`src/rtl/core/mbdt_pkg.sv`:
```
package mbdt_pkg;

    localparam int NUM_SLOTS = 32;
    // handles are 6 bits wide, so slot 64 can never be named
    localparam int USABLE    = (NUM_SLOTS < 63) ? NUM_SLOTS : 63;
    localparam int IDX_W     = (NUM_SLOTS > 1) ? $clog2(NUM_SLOTS) : 1;

    localparam int MODE_W    = 2;
    localparam int PIN_W     = 6;
    localparam int TIME_W    = 40;
    localparam int LOCK_W    = 16;
    localparam int KEY_W     = 16;
    localparam int HANDLE_W  = 6;

    localparam logic [IDX_W-1:0]    LAST_IDX   = IDX_W'(USABLE - 1);
    localparam logic [HANDLE_W-1:0] MAX_HANDLE = HANDLE_W'(USABLE);

    localparam logic [MODE_W-1:0] MODE_EDGE    = 2'd0;
    localparam logic [MODE_W-1:0] MODE_CREATE  = 2'd1;
    localparam logic [MODE_W-1:0] MODE_DESTROY = 2'd2;

    localparam logic KIND_EVENT  = 1'b0;
    localparam logic KIND_CREATE = 1'b1;

endpackage

```
`src/rtl/core/multi_button_debounce_table_unit.sv`:
```
// channel | signals                          | direction | handshake
// --------+----------------------------------+-----------+-------------------------------
// item    | mode pin level now_ms            | in        | item_valid / item_ready
//         | debounce_ms key handle           |           |
// result  | kind button pressed stamp_ms     | out       | result_valid / result_ready
//         | event_pin event_key              |           |
//
// Destroy completes in the idle state on acceptance. Create and edge walk the slot
// table one slot a cycle; edge then enters a check state for the 40-bit elapsed-time
// subtract and lockout compare. A result waits there until the output register is free.
// Reset frees every slot at once; no clearing pass is needed.
// item_ready is high only while the sequencer is idle. A finished word waits in
// the output register; the sequencer holds before writing the next one into it.
module multi_button_debounce_table_unit
(
    input  logic                           clk,
    input  logic                           rst_n,

    input  logic                           item_valid,
    output logic                           item_ready,
    input  logic [mbdt_pkg::MODE_W-1:0]    mode,
    input  logic [mbdt_pkg::PIN_W-1:0]     pin,
    input  logic                           level,
    input  logic [mbdt_pkg::TIME_W-1:0]    now_ms,
    input  logic [mbdt_pkg::LOCK_W-1:0]    debounce_ms,
    input  logic [mbdt_pkg::KEY_W-1:0]     key,
    input  logic [mbdt_pkg::HANDLE_W-1:0]  handle,

    output logic                           result_valid,
    input  logic                           result_ready,
    output logic                           kind,
    output logic [mbdt_pkg::HANDLE_W-1:0]  button,
    output logic                           pressed,
    output logic [mbdt_pkg::TIME_W-1:0]    stamp_ms,
    output logic [mbdt_pkg::PIN_W-1:0]     event_pin,
    output logic [mbdt_pkg::KEY_W-1:0]     event_key
);

    typedef enum logic [1:0] {
        ST_IDLE,
        ST_SCAN,
        ST_CHECK
    } state_t;

    state_t state_reg;
    logic [mbdt_pkg::IDX_W-1:0] scan_idx_reg;

    // slot table
    logic [mbdt_pkg::NUM_SLOTS-1:0] slot_used_reg;
    logic [mbdt_pkg::NUM_SLOTS-1:0] slot_down_reg;
    logic [mbdt_pkg::PIN_W-1:0]     slot_pin_reg     [mbdt_pkg::NUM_SLOTS];
    logic [mbdt_pkg::LOCK_W-1:0]    slot_lockout_reg [mbdt_pkg::NUM_SLOTS];
    logic [mbdt_pkg::KEY_W-1:0]     slot_key_reg     [mbdt_pkg::NUM_SLOTS];
    logic [mbdt_pkg::TIME_W-1:0]    slot_changed_reg [mbdt_pkg::NUM_SLOTS];

    // captured item
    logic [mbdt_pkg::MODE_W-1:0]    mode_reg;
    logic [mbdt_pkg::PIN_W-1:0]     pin_reg;
    logic                           level_reg;
    logic [mbdt_pkg::TIME_W-1:0]    now_reg;
    logic [mbdt_pkg::LOCK_W-1:0]    lockout_reg;
    logic [mbdt_pkg::KEY_W-1:0]     key_reg;

    // output word
    logic                           result_valid_reg;
    logic                           kind_reg;
    logic [mbdt_pkg::HANDLE_W-1:0]  button_reg;
    logic                           pressed_reg;
    logic [mbdt_pkg::TIME_W-1:0]    stamp_reg;
    logic [mbdt_pkg::PIN_W-1:0]     event_pin_reg;
    logic [mbdt_pkg::KEY_W-1:0]     event_key_reg;

    logic                           accept;
    logic                           out_free;
    logic                           cur_used;
    logic                           pin_match;
    logic                           scan_last;
    logic [mbdt_pkg::TIME_W:0]      elapsed;
    logic                           late;
    logic                           down;
    logic                           fire;
    logic                           is_create;
    logic                           create_done;
    logic                           wr_create;
    logic                           wr_edge;
    logic                           emit;
    logic [mbdt_pkg::HANDLE_W-1:0]  idx_handle;
    logic [mbdt_pkg::HANDLE_W-1:0]  handle_m1;
    logic                           destroy_ok;

    assign item_ready   = (state_reg == ST_IDLE);
    assign accept       = item_valid && item_ready;
    assign result_valid = result_valid_reg;
    assign kind         = kind_reg;
    assign button       = button_reg;
    assign pressed      = pressed_reg;
    assign stamp_ms     = stamp_reg;
    assign event_pin    = event_pin_reg;
    assign event_key    = event_key_reg;

    always_comb
    begin
        out_free   = !result_valid_reg || result_ready;
        cur_used   = slot_used_reg[scan_idx_reg];
        pin_match  = (slot_pin_reg[scan_idx_reg] == pin_reg);
        scan_last  = (scan_idx_reg == mbdt_pkg::LAST_IDX);
        is_create  = (mode_reg == mbdt_pkg::MODE_CREATE);
        // borrow out of the subtract means time went backward
        elapsed    = {1'b0, now_reg} - {1'b0, slot_changed_reg[scan_idx_reg]};
        late       = !elapsed[mbdt_pkg::TIME_W]
                     && (elapsed[mbdt_pkg::TIME_W-1:0]
                         > mbdt_pkg::TIME_W'(slot_lockout_reg[scan_idx_reg]));
        down       = !level_reg;
        fire       = late && (down != slot_down_reg[scan_idx_reg]);
        create_done = (state_reg == ST_SCAN) && is_create && (!cur_used || scan_last);
        wr_create  = create_done && !cur_used && out_free;
        wr_edge    = (state_reg == ST_CHECK) && fire && out_free;
        emit       = (create_done && out_free) || wr_edge;
        idx_handle = mbdt_pkg::HANDLE_W'(scan_idx_reg) + mbdt_pkg::HANDLE_W'(1);
        handle_m1  = handle - mbdt_pkg::HANDLE_W'(1);
        destroy_ok = (handle != '0) && (handle <= mbdt_pkg::MAX_HANDLE);
    end

    always_ff @(posedge clk or negedge rst_n)
    begin
        if (!rst_n)
        begin
            state_reg        <= ST_IDLE;
            scan_idx_reg     <= '0;
            slot_used_reg    <= '0;
            result_valid_reg <= 1'b0;
            kind_reg         <= mbdt_pkg::KIND_EVENT;
            button_reg       <= '0;
            pressed_reg      <= 1'b0;
            stamp_reg        <= '0;
            event_pin_reg    <= '0;
            event_key_reg    <= '0;
        end
        else
        begin
            // a word drained in the same cycle as a new one lands stays valid
            if (result_valid_reg && result_ready && !emit)
            begin
                result_valid_reg <= 1'b0;
            end

            case (state_reg)
                ST_IDLE:
                begin
                    if (accept)
                    begin
                        scan_idx_reg <= '0;
                        if (mode == mbdt_pkg::MODE_EDGE || mode == mbdt_pkg::MODE_CREATE)
                        begin
                            state_reg <= ST_SCAN;
                        end
                        else if (mode == mbdt_pkg::MODE_DESTROY && destroy_ok)
                        begin
                            slot_used_reg[handle_m1[mbdt_pkg::IDX_W-1:0]] <= 1'b0;
                        end
                    end
                end

                ST_SCAN:
                begin
                    if (is_create)
                    begin
                        if (create_done)
                        begin
                            if (out_free)
                            begin
                                result_valid_reg <= 1'b1;
                                kind_reg         <= mbdt_pkg::KIND_CREATE;
                                button_reg       <= cur_used ? '0 : idx_handle;
                                pressed_reg      <= 1'b0;
                                stamp_reg        <= '0;
                                event_pin_reg    <= '0;
                                event_key_reg    <= '0;
                                state_reg        <= ST_IDLE;
                                if (!cur_used)
                                begin
                                    slot_used_reg[scan_idx_reg] <= 1'b1;
                                end
                            end
                        end
                        else
                        begin
                            scan_idx_reg <= scan_idx_reg + mbdt_pkg::IDX_W'(1);
                        end
                    end
                    else if (cur_used && pin_match)
                    begin
                        state_reg <= ST_CHECK;
                    end
                    else if (scan_last)
                    begin
                        state_reg <= ST_IDLE;
                    end
                    else
                    begin
                        scan_idx_reg <= scan_idx_reg + mbdt_pkg::IDX_W'(1);
                    end
                end

                ST_CHECK:
                begin
                    if (!fire)
                    begin
                        state_reg <= ST_IDLE;
                    end
                    else if (out_free)
                    begin
                        result_valid_reg <= 1'b1;
                        kind_reg         <= mbdt_pkg::KIND_EVENT;
                        button_reg       <= idx_handle;
                        pressed_reg      <= down;
                        stamp_reg        <= now_reg;
                        event_pin_reg    <= slot_pin_reg[scan_idx_reg];
                        event_key_reg    <= slot_key_reg[scan_idx_reg];
                        state_reg        <= ST_IDLE;
                    end
                end

                default:
                begin
                    state_reg <= ST_IDLE;
                end
            endcase
        end
    end

    // captured item and slot payload, no reset
    always_ff @(posedge clk)
    begin
        if (accept)
        begin
            mode_reg    <= mode;
            pin_reg     <= pin;
            level_reg   <= level;
            now_reg     <= now_ms;
            lockout_reg <= debounce_ms;
            key_reg     <= key;
        end
        if (wr_create)
        begin
            slot_pin_reg[scan_idx_reg]     <= pin_reg;
            slot_lockout_reg[scan_idx_reg] <= lockout_reg;
            slot_key_reg[scan_idx_reg]     <= key_reg;
            slot_down_reg[scan_idx_reg]    <= 1'b0;
            slot_changed_reg[scan_idx_reg] <= '0;
        end
        else if (wr_edge)
        begin
            slot_down_reg[scan_idx_reg]    <= down;
            slot_changed_reg[scan_idx_reg] <= now_reg;
        end
    end

`ifndef SYNTHESIS
    // a new word never lands on one still waiting
    a_no_overwrite: assert property (@(posedge clk) disable iff (!rst_n)
        emit |-> (!result_valid_reg || result_ready))
        else $error("output word overwritten");

    // scan never runs past the last usable slot
    a_scan_bound: assert property (@(posedge clk) disable iff (!rst_n)
        (state_reg == ST_SCAN || state_reg == ST_CHECK) |-> (scan_idx_reg <= mbdt_pkg::LAST_IDX))
        else $error("scan index out of range");

    // a claimed slot is marked used and its handle is reported
    a_create_claims: assert property (@(posedge clk) disable iff (!rst_n)
        wr_create |=> (slot_used_reg[$past(scan_idx_reg)] && button_reg == $past(idx_handle)))
        else $error("create did not claim slot");

    // an event carries the edge time and updates the slot
    a_event_stamp: assert property (@(posedge clk) disable iff (!rst_n)
        wr_edge |=> (stamp_reg == $past(now_reg)
                     && slot_changed_reg[$past(scan_idx_reg)] == $past(now_reg)
                     && kind_reg == mbdt_pkg::KIND_EVENT))
        else $error("event stamp mismatch");
`endif

endmodule

```
`config.mk`:
```
export PLATFORM = sky130hd
export DESIGN_NAME = multi_button_debounce_table_unit
export DESIGN_NICKNAME = d
export VERILOG_FILES = /design/src/rtl/core/mbdt_pkg.sv /design/src/rtl/core/multi_button_debounce_table_unit.sv
export SDC_FILE = /design/constraint.sdc
export NUM_CORES = 2
export LEC_CHECK = 0
export BUFFER_PORTS_ARGS = -buffer_cell sky130_fd_sc_hd__buf_4
export CORE_UTILIZATION = 35
export DETAILED_ROUTE_END_ITERATION = 8
export HOLD_SLACK_MARGIN = 0.05
export PLACE_DENSITY = 0.57
export SYNTH_ARGS = -nofsm -noshare
export SYNTH_HDL_FRONTEND = slang
export SYNTH_SLANG_ARGS = --single-unit
```
`constraint.sdc`:
```
create_clock -name clk -period 11.55 [get_ports clk]
set_input_delay 2.31 -clock clk [delete_from_list [all_inputs] [get_ports clk]]
set_output_delay 2.31 -clock clk [all_outputs]
set_load 0.02 [all_outputs]
```
-- After elaboration in Yosys (flattened, before gate mapping)
Memory sizes are Yosys's and may differ from the RTL's.
Index checks and enable logic that the tools add are counted.
W data, S select, Z words.
- bits in registers: 223
- bits in latches: 0
- memory bits (writable): 2496
- bits in read-only memories: 0
- bits of input ports: 91
- output and inout bits: 72
- word-level logic and storage cells: 178
- memories kept: 4
- $add $sub $neg: 4
- $mul: 0
- div/mod/pow operators: 0
- order comparisons: 6
- equality and inequality tests: 23
- shift operators: 0
- muxes and demuxes: 82
- bitwise gates (word level): 6
- reductions and logical operators: 36
- memories (memory ; depth ; width ; read ports ; clocked after Yosys merged registers in ; write ports ; line ; text):
    slot_changed_reg ; 32 ; 40 ; 1 ; 0 ; 1 ; multi_button_debounce_table_unit.sv:54 ; logic [mbdt_pkg::TIME_W-1:0] slot_changed_reg [mbdt_pkg::NUM_SLOTS];
    slot_key_reg ; 32 ; 16 ; 1 ; 0 ; 1 ; multi_button_debounce_table_unit.sv:53 ; logic [mbdt_pkg::KEY_W-1:0] slot_key_reg [mbdt_pkg::NUM_SLOTS];
    slot_lockout_reg ; 32 ; 16 ; 1 ; 0 ; 1 ; multi_button_debounce_table_unit.sv:52 ; logic [mbdt_pkg::LOCK_W-1:0] slot_lockout_reg [mbdt_pkg::NUM_SLOTS];
    slot_pin_reg ; 32 ; 6 ; 1 ; 0 ; 1 ; multi_button_debounce_table_unit.sv:51 ; logic [mbdt_pkg::PIN_W-1:0] slot_pin_reg [mbdt_pkg::NUM_SLOTS];
- operators with widths (cell ; count):
    $mux W32 ; 9
    $mux W40 ; 6
    $mux W16 ; 5
    $pmux W40 S2 ; 1
    $mux W6 ; 11
    $and A32 B32 Y32 ; 2
    $not A32 Y32 ; 2
    $pmux W32 S2 ; 1
    $sub A40 B40 Y41 ; 1
    $gt A40 B16 Y1 ; 1
    $bwmux W32 ; 1
    $or A32 B32 Y32 ; 1
    $pmux W16 S2 ; 1
    $mux W5 ; 5
    $pmux W6 S2 ; 2
    $mux W1 ; 23
    $logic_and A1 B1 Y1 ; 17
    $mux W2 ; 8
    $ne A2 B2 Y1 const B ; 7
    $lt A5 B6 Y1 const B ; 2
    $ne A3 B3 Y1 const B ; 4
    $bmux W1 S5 ; 2
    $demux W1 S5 ; 2
    $ge A5 B1 Y1 const B ; 2
    other kinds (24) ; 41

-- Longest topological paths before layout
An unclocked memory read counts as a cell.
- word-level depth: 15
- gate-level depth with buffers: 32
- depth with buffers taken out: 25

-- Least setup slack after synthesis
OpenSTA, ideal clock, no wires.
- kind: register -> register
- start point: register scan_idx_reg[0] (netlist bit)
- end point: memory slot_changed_reg[23][0] (netlist bit) (enable)
- library setup time: 0.438 ns
- arrival time: 8.582 ns
- data required time: 11.112 ns
- path slack: 2.531 ns
- stages on the path, launching flop included: 33
- buffers on the path: 8
- period minus slack after synthesis: 9.019 ns
- path through: dfrtp_1 buf_2 buf_1 clkbuf_1 buf_2 buf_1 clkbuf_1 mux4_2 a22oi_1 nand4_1 ha_1 fa_1 nand2b_1 a21o_1 nor2b_1 o21ai_0 a21o_1 a21oi_1 xnor2_1 ha_1 and4_1 nand4_1 a21oi_1 a41o_1 o22ai_1 nand3_1 a2111oi_0 nand4_1 nor4b_4 o31a_1 buf_2 buf_6 nor2_1
- cells in the longest elaborated chain, start to end: 11
- elaborated cells between the ends (all ways): 26
- classes of those cells: add/sub: 1; order compare: 1; eq/ne: 2; mux: 9; bitwise: 1; reduce/logical: 10; memory: 2
- RTL lines (what ; line ; text):
    start, declared ; multi_button_debounce_table_unit.sv:46 ; logic [mbdt_pkg::IDX_W-1:0] scan_idx_reg;
    start signal, assigned ; multi_button_debounce_table_unit.sv:188 ; scan_idx_reg <= scan_idx_reg + mbdt_pkg::IDX_W'(1);
    start signal, assigned ; multi_button_debounce_table_unit.sv:201 ; scan_idx_reg <= scan_idx_reg + mbdt_pkg::IDX_W'(1);
    $mem_v2 Z32 W40 ; n/a ;
    $sub A40 B40 Y41 ; multi_button_debounce_table_unit.sv:109 ; elapsed = {1'b0, now_reg} - {1'b0, slot_changed_reg[scan_idx_reg]};
    $gt A40 B16 Y1 / $logic_not A1 Y1 (equally long branches) ; multi_button_debounce_table_unit.sv:112, multi_button_debounce_table_unit.sv:110 ;
    $logic_and A1 B1 Y1 ; multi_button_debounce_table_unit.sv:111 ; && (elapsed[mbdt_pkg::TIME_W-1:0]
    $logic_and A1 B1 Y1 ; multi_button_debounce_table_unit.sv:114 ; fire = late && (down != slot_down_reg[scan_idx_reg]);
    $logic_and A1 B1 Y1 (2 in series) ; multi_button_debounce_table_unit.sv:117 ; wr_edge = (state_reg == ST_CHECK) && fire && out_free;
    $mux W1 ; multi_button_debounce_table_unit.sv:252 ; else if (wr_edge)
    $mux W1 ; multi_button_debounce_table_unit.sv:244 ; if (wr_create)
    $mux W1 (implied by the code) ; multi_button_debounce_table_unit.sv:255 ; slot_changed_reg[scan_idx_reg] <= now_reg;
    $or A1 B1 Y1 (no line) ; n/a ;
    end, declared ; multi_button_debounce_table_unit.sv:54 ;
Parallel ways exist; a longest one is shown, timed or not. The select of a mux whose other input is x is not followed.

-- Worst setup path in the final report
- start point: register scan_idx_reg[0] (netlist bit)
- end point: memory slot_changed_reg[31][15] (netlist bit) (enable)
Same word-level chain as after synthesis.

==> flow_summary.yaml <==
final_layout:
  drive_gt1_share_pct: 26.0
  fill_cells: 26100
  final_core_util_pct: 40.8
  syn_to_final_growth_pct: 15.6
  final_cell_mix: "edfxtp_1, mux4_2, a22oi_1, clkbuf_16, buf_4"
  largest_reg_flops: 1280
  nNetsFinal: 5528
  final_common_cell: "edfxtp_1"
timing:
  layout_min_cycle_time_ns: 9.51
  rsz0062_at_grt: "false"
  skew_ns: 0.0662
  post-route-period-util_pct: 82.3
  fin_setup_tns_ns: 0
  relSlewSlack_pct: 22.9
  holdWs_ns: 0.511
  fmax_mhz: 105
  max_slew.worst_pin.slew_ns: 1.16
  slew_viol_final: 0
  setup_viol: 0
  hold_violations: 0
pwr:
  p_switching_uw: 8560
  leakage_uw: 0.0350
  swShare_pct: 30.4
  vdd_drop_max_v: 0.000170
  totalPowerFinal_uw: 28200
  pwr-share-comb_pct: 24.6
  clockPowerShare_pct: 34.0
  p_seq_share_pct: 41.4
  p_int_uw: 19600
  powerDensity_nw_per_um2: 230
critical_path:
  path_buf_inv: 4
  start_kind: "flop"
  max_stage_delay_ns: 1.15
  cpMostUsedCell: "buf_4"
  ff2ff_setup_slack_ns: 2.04
  crit_slowest_cell: "dfrtp_4"
  crit_family: "compound AO/OA/AOI/OAI gates"
  ff2ff_path_depth: 26
  worstSetupPathType: "flop to flop"
  cp.required_ns: 12.01
  cp_data_arrival_time_ns: 9.97
  timing.critical_path.fanout_max: 59
  endpoint_kind: "flop"
  cp.depth: 26
job:
  max_cap_viol_count: 0
synthesis:
  synthCells: 5065
  yosysWarnings: 0
  syn_nets: 5222
  ys_types: 72
  netlist_area_um2: 106000
  synth_edf_count: 2609
  synthFlopType: "edfxtp_1"
  postSynthAreaPerCell_um2: 20.9
  seq_area_frac_synth_pct: 76.5
  ys_async_sr_fraction_pct: 4.05
  ys_seq_elements: 2719
floorplanning:
  ios: 163
  num_rows: 201
  core_um2: 301000
  fp.dieW_um: 552
  die_area_um2: 305000
  initial_core_util_pct: 35.3
  die_h_um: 552
global_routing:
  overflow: 0
  antenna_found_initial: 17
  grt_pass1_vias: 54700
  grt_util_all_layers_pct: 19.2
  grt_pass1_wl_um: 416000
  grt_max_degree: 113
routing:
  drt_first_pass_iters: 6
  wire_per_inst_um: 31.0
  via_count: 54000
  wirelength_um: 297000
  routed_via_density: 5.64
  drcViolationCount: 0
  drt_iter0_drc: 6372
  ant_nets: 0
clocking:
  cts_buffer_depth: 4
  clock-sinks: 2719
  cts-hold-fix-buffers: 0
  cts_tree: "done"
  cts-resized-gates: 0
  clock_latency_ns: 0.91
  cts_root_buf: "clkbuf_16"
  postCtsSetupBuffers: 0
  h-tree-depth: 5
  cts.clk_slew.worst_paths_ns: 0.06
  cts_buffers: 297
min_path:
  worstHoldPathCells: 2
  hp-class: "flop to flop"
placement:
  hpwlAfterDp_um: 151000
  gp_congestion: 0.847
  port_buffers: 162
status:
  status: "finished, final reports clean"
-- synth_stat cells (all sizes together), types with 23 or more instances --
library cell	n	share of area, %
a21oi	118	0.56
a22oi	310	2.2
a31oi	35	0.21
and2	47	0.28
and4	55	0.45
buf	110	0.49
clkbuf	181	0.64
dfrtp	110	2.6
edfxtp	2609	74
ha	65	0.77
mux2i	67	0.63
mux4	640	14
nand2	235	0.83
nand4	37	0.22
nor2	113	0.42
o21ai	39	0.19
o22ai	35	0.21
xnor2	23	0.19
-- through the flow --
| stage | instance area (um^2) | cells | setup WS, ns |
|---|---|---|---|
| floorplan | 106000 | 5065 | 2.53 |
| global placement | 113000 | 9030 | 2.16 |
| detailed placement | 113000 | 9030 | 2.04 |
| CTS | 122000 | 9575 | 1.97 |
| global route | 123000 | 9580 | 1.51 |
| finish | 123000 | 9582 | 2.04 |
-- cells by family (layout without fill, tap and decap cells) --
family / Yosys count / after routing / synth area share, %
flops: 2719 / 2719 / 76.5
mux: 715 / 715 / 14.3
compound gates: 634 / 634 / 4.15
simple gates: 585 / 585 / 2.76
buf+inv: 310 / 862 / 1.20
fa+ha+maj: 66 / 66 / 0.786
xor+xnor: 36 / 36 / 0.297
other cells: 0 / 7 / 0
-- routing by layer --
layer / GRT usage [%] / part of all wire (%)
met1: 26.6 / 41
met2: 30.4 / 47
met3: 3.99 / 8.6
met4: 5.90 / 3.2
met5: 0 / 0.0057
-- worst register-to-register path, cell delays in order (launching register included) --
cell and delay, ns:
dfrtp_4 1.15, buf_12 0.55, mux4_2 0.60, a22oi_1 0.25, and4_1 0.32, ha_1 0.31
and2_1 0.18, a221o_1 0.36, o21a_1 0.28, a41oi_1 0.36, a32o_1 0.25, xnor2_1 0.13
ha_1 0.25, and3_1 0.21, nand4_1 0.13, a21oi_1 0.07, a41o_1 0.21, o22ai_1 0.20
nand3_1 0.24, a2111oi_0 0.48, nand4_1 0.21, nor4b_4 0.30, buf_4 0.25, o31a_2 0.70
buf_4 0.52, nor2_4 0.08, buf_4 0.44
-- power by group through the flow --
stage | logic [uW] | registers [uW] | clock network (uW)
after global routing | 7430 | 11700 | 10100
final | 6940 | 11700 | 9570
after CTS | 6960 | 11700 | 9740
after detailed placement | 6930 | 11900 | 0
after floorplan | 4690 | 11700 | 0
after global placement | 6920 | 11800 | 0
-- final cells by class --
class	count	area, um^2	area share [%]
multi-input combinational	2036	24200	19.8
antenna	7	17.5	0.0143
tap	3958	4950	4.04
timing repair buffer	298	2350	1.92
sequential	2719	81100	66.2
clock inverter	163	1870	1.53
inverter	19	71.3	0.0582
clock buffer	382	7940	6.48
-- final timing paths --
kind	end	startpoint
max in group asynchronous	scan_idx_reg[1]	rst_n
setup reg to reg	slot_changed_reg[31][15]	scan_idx_reg[0]
hold reg to reg	slot_used_reg[3]	slot_used_reg[3]
hold / removal	slot_used_reg[3]	slot_used_reg[3]
setup / recovery	slot_changed_reg[31][15]	scan_idx_reg[0]
min in group asynchronous	event_key[7]	rst_n
Power figures use the tool's default switching activity.
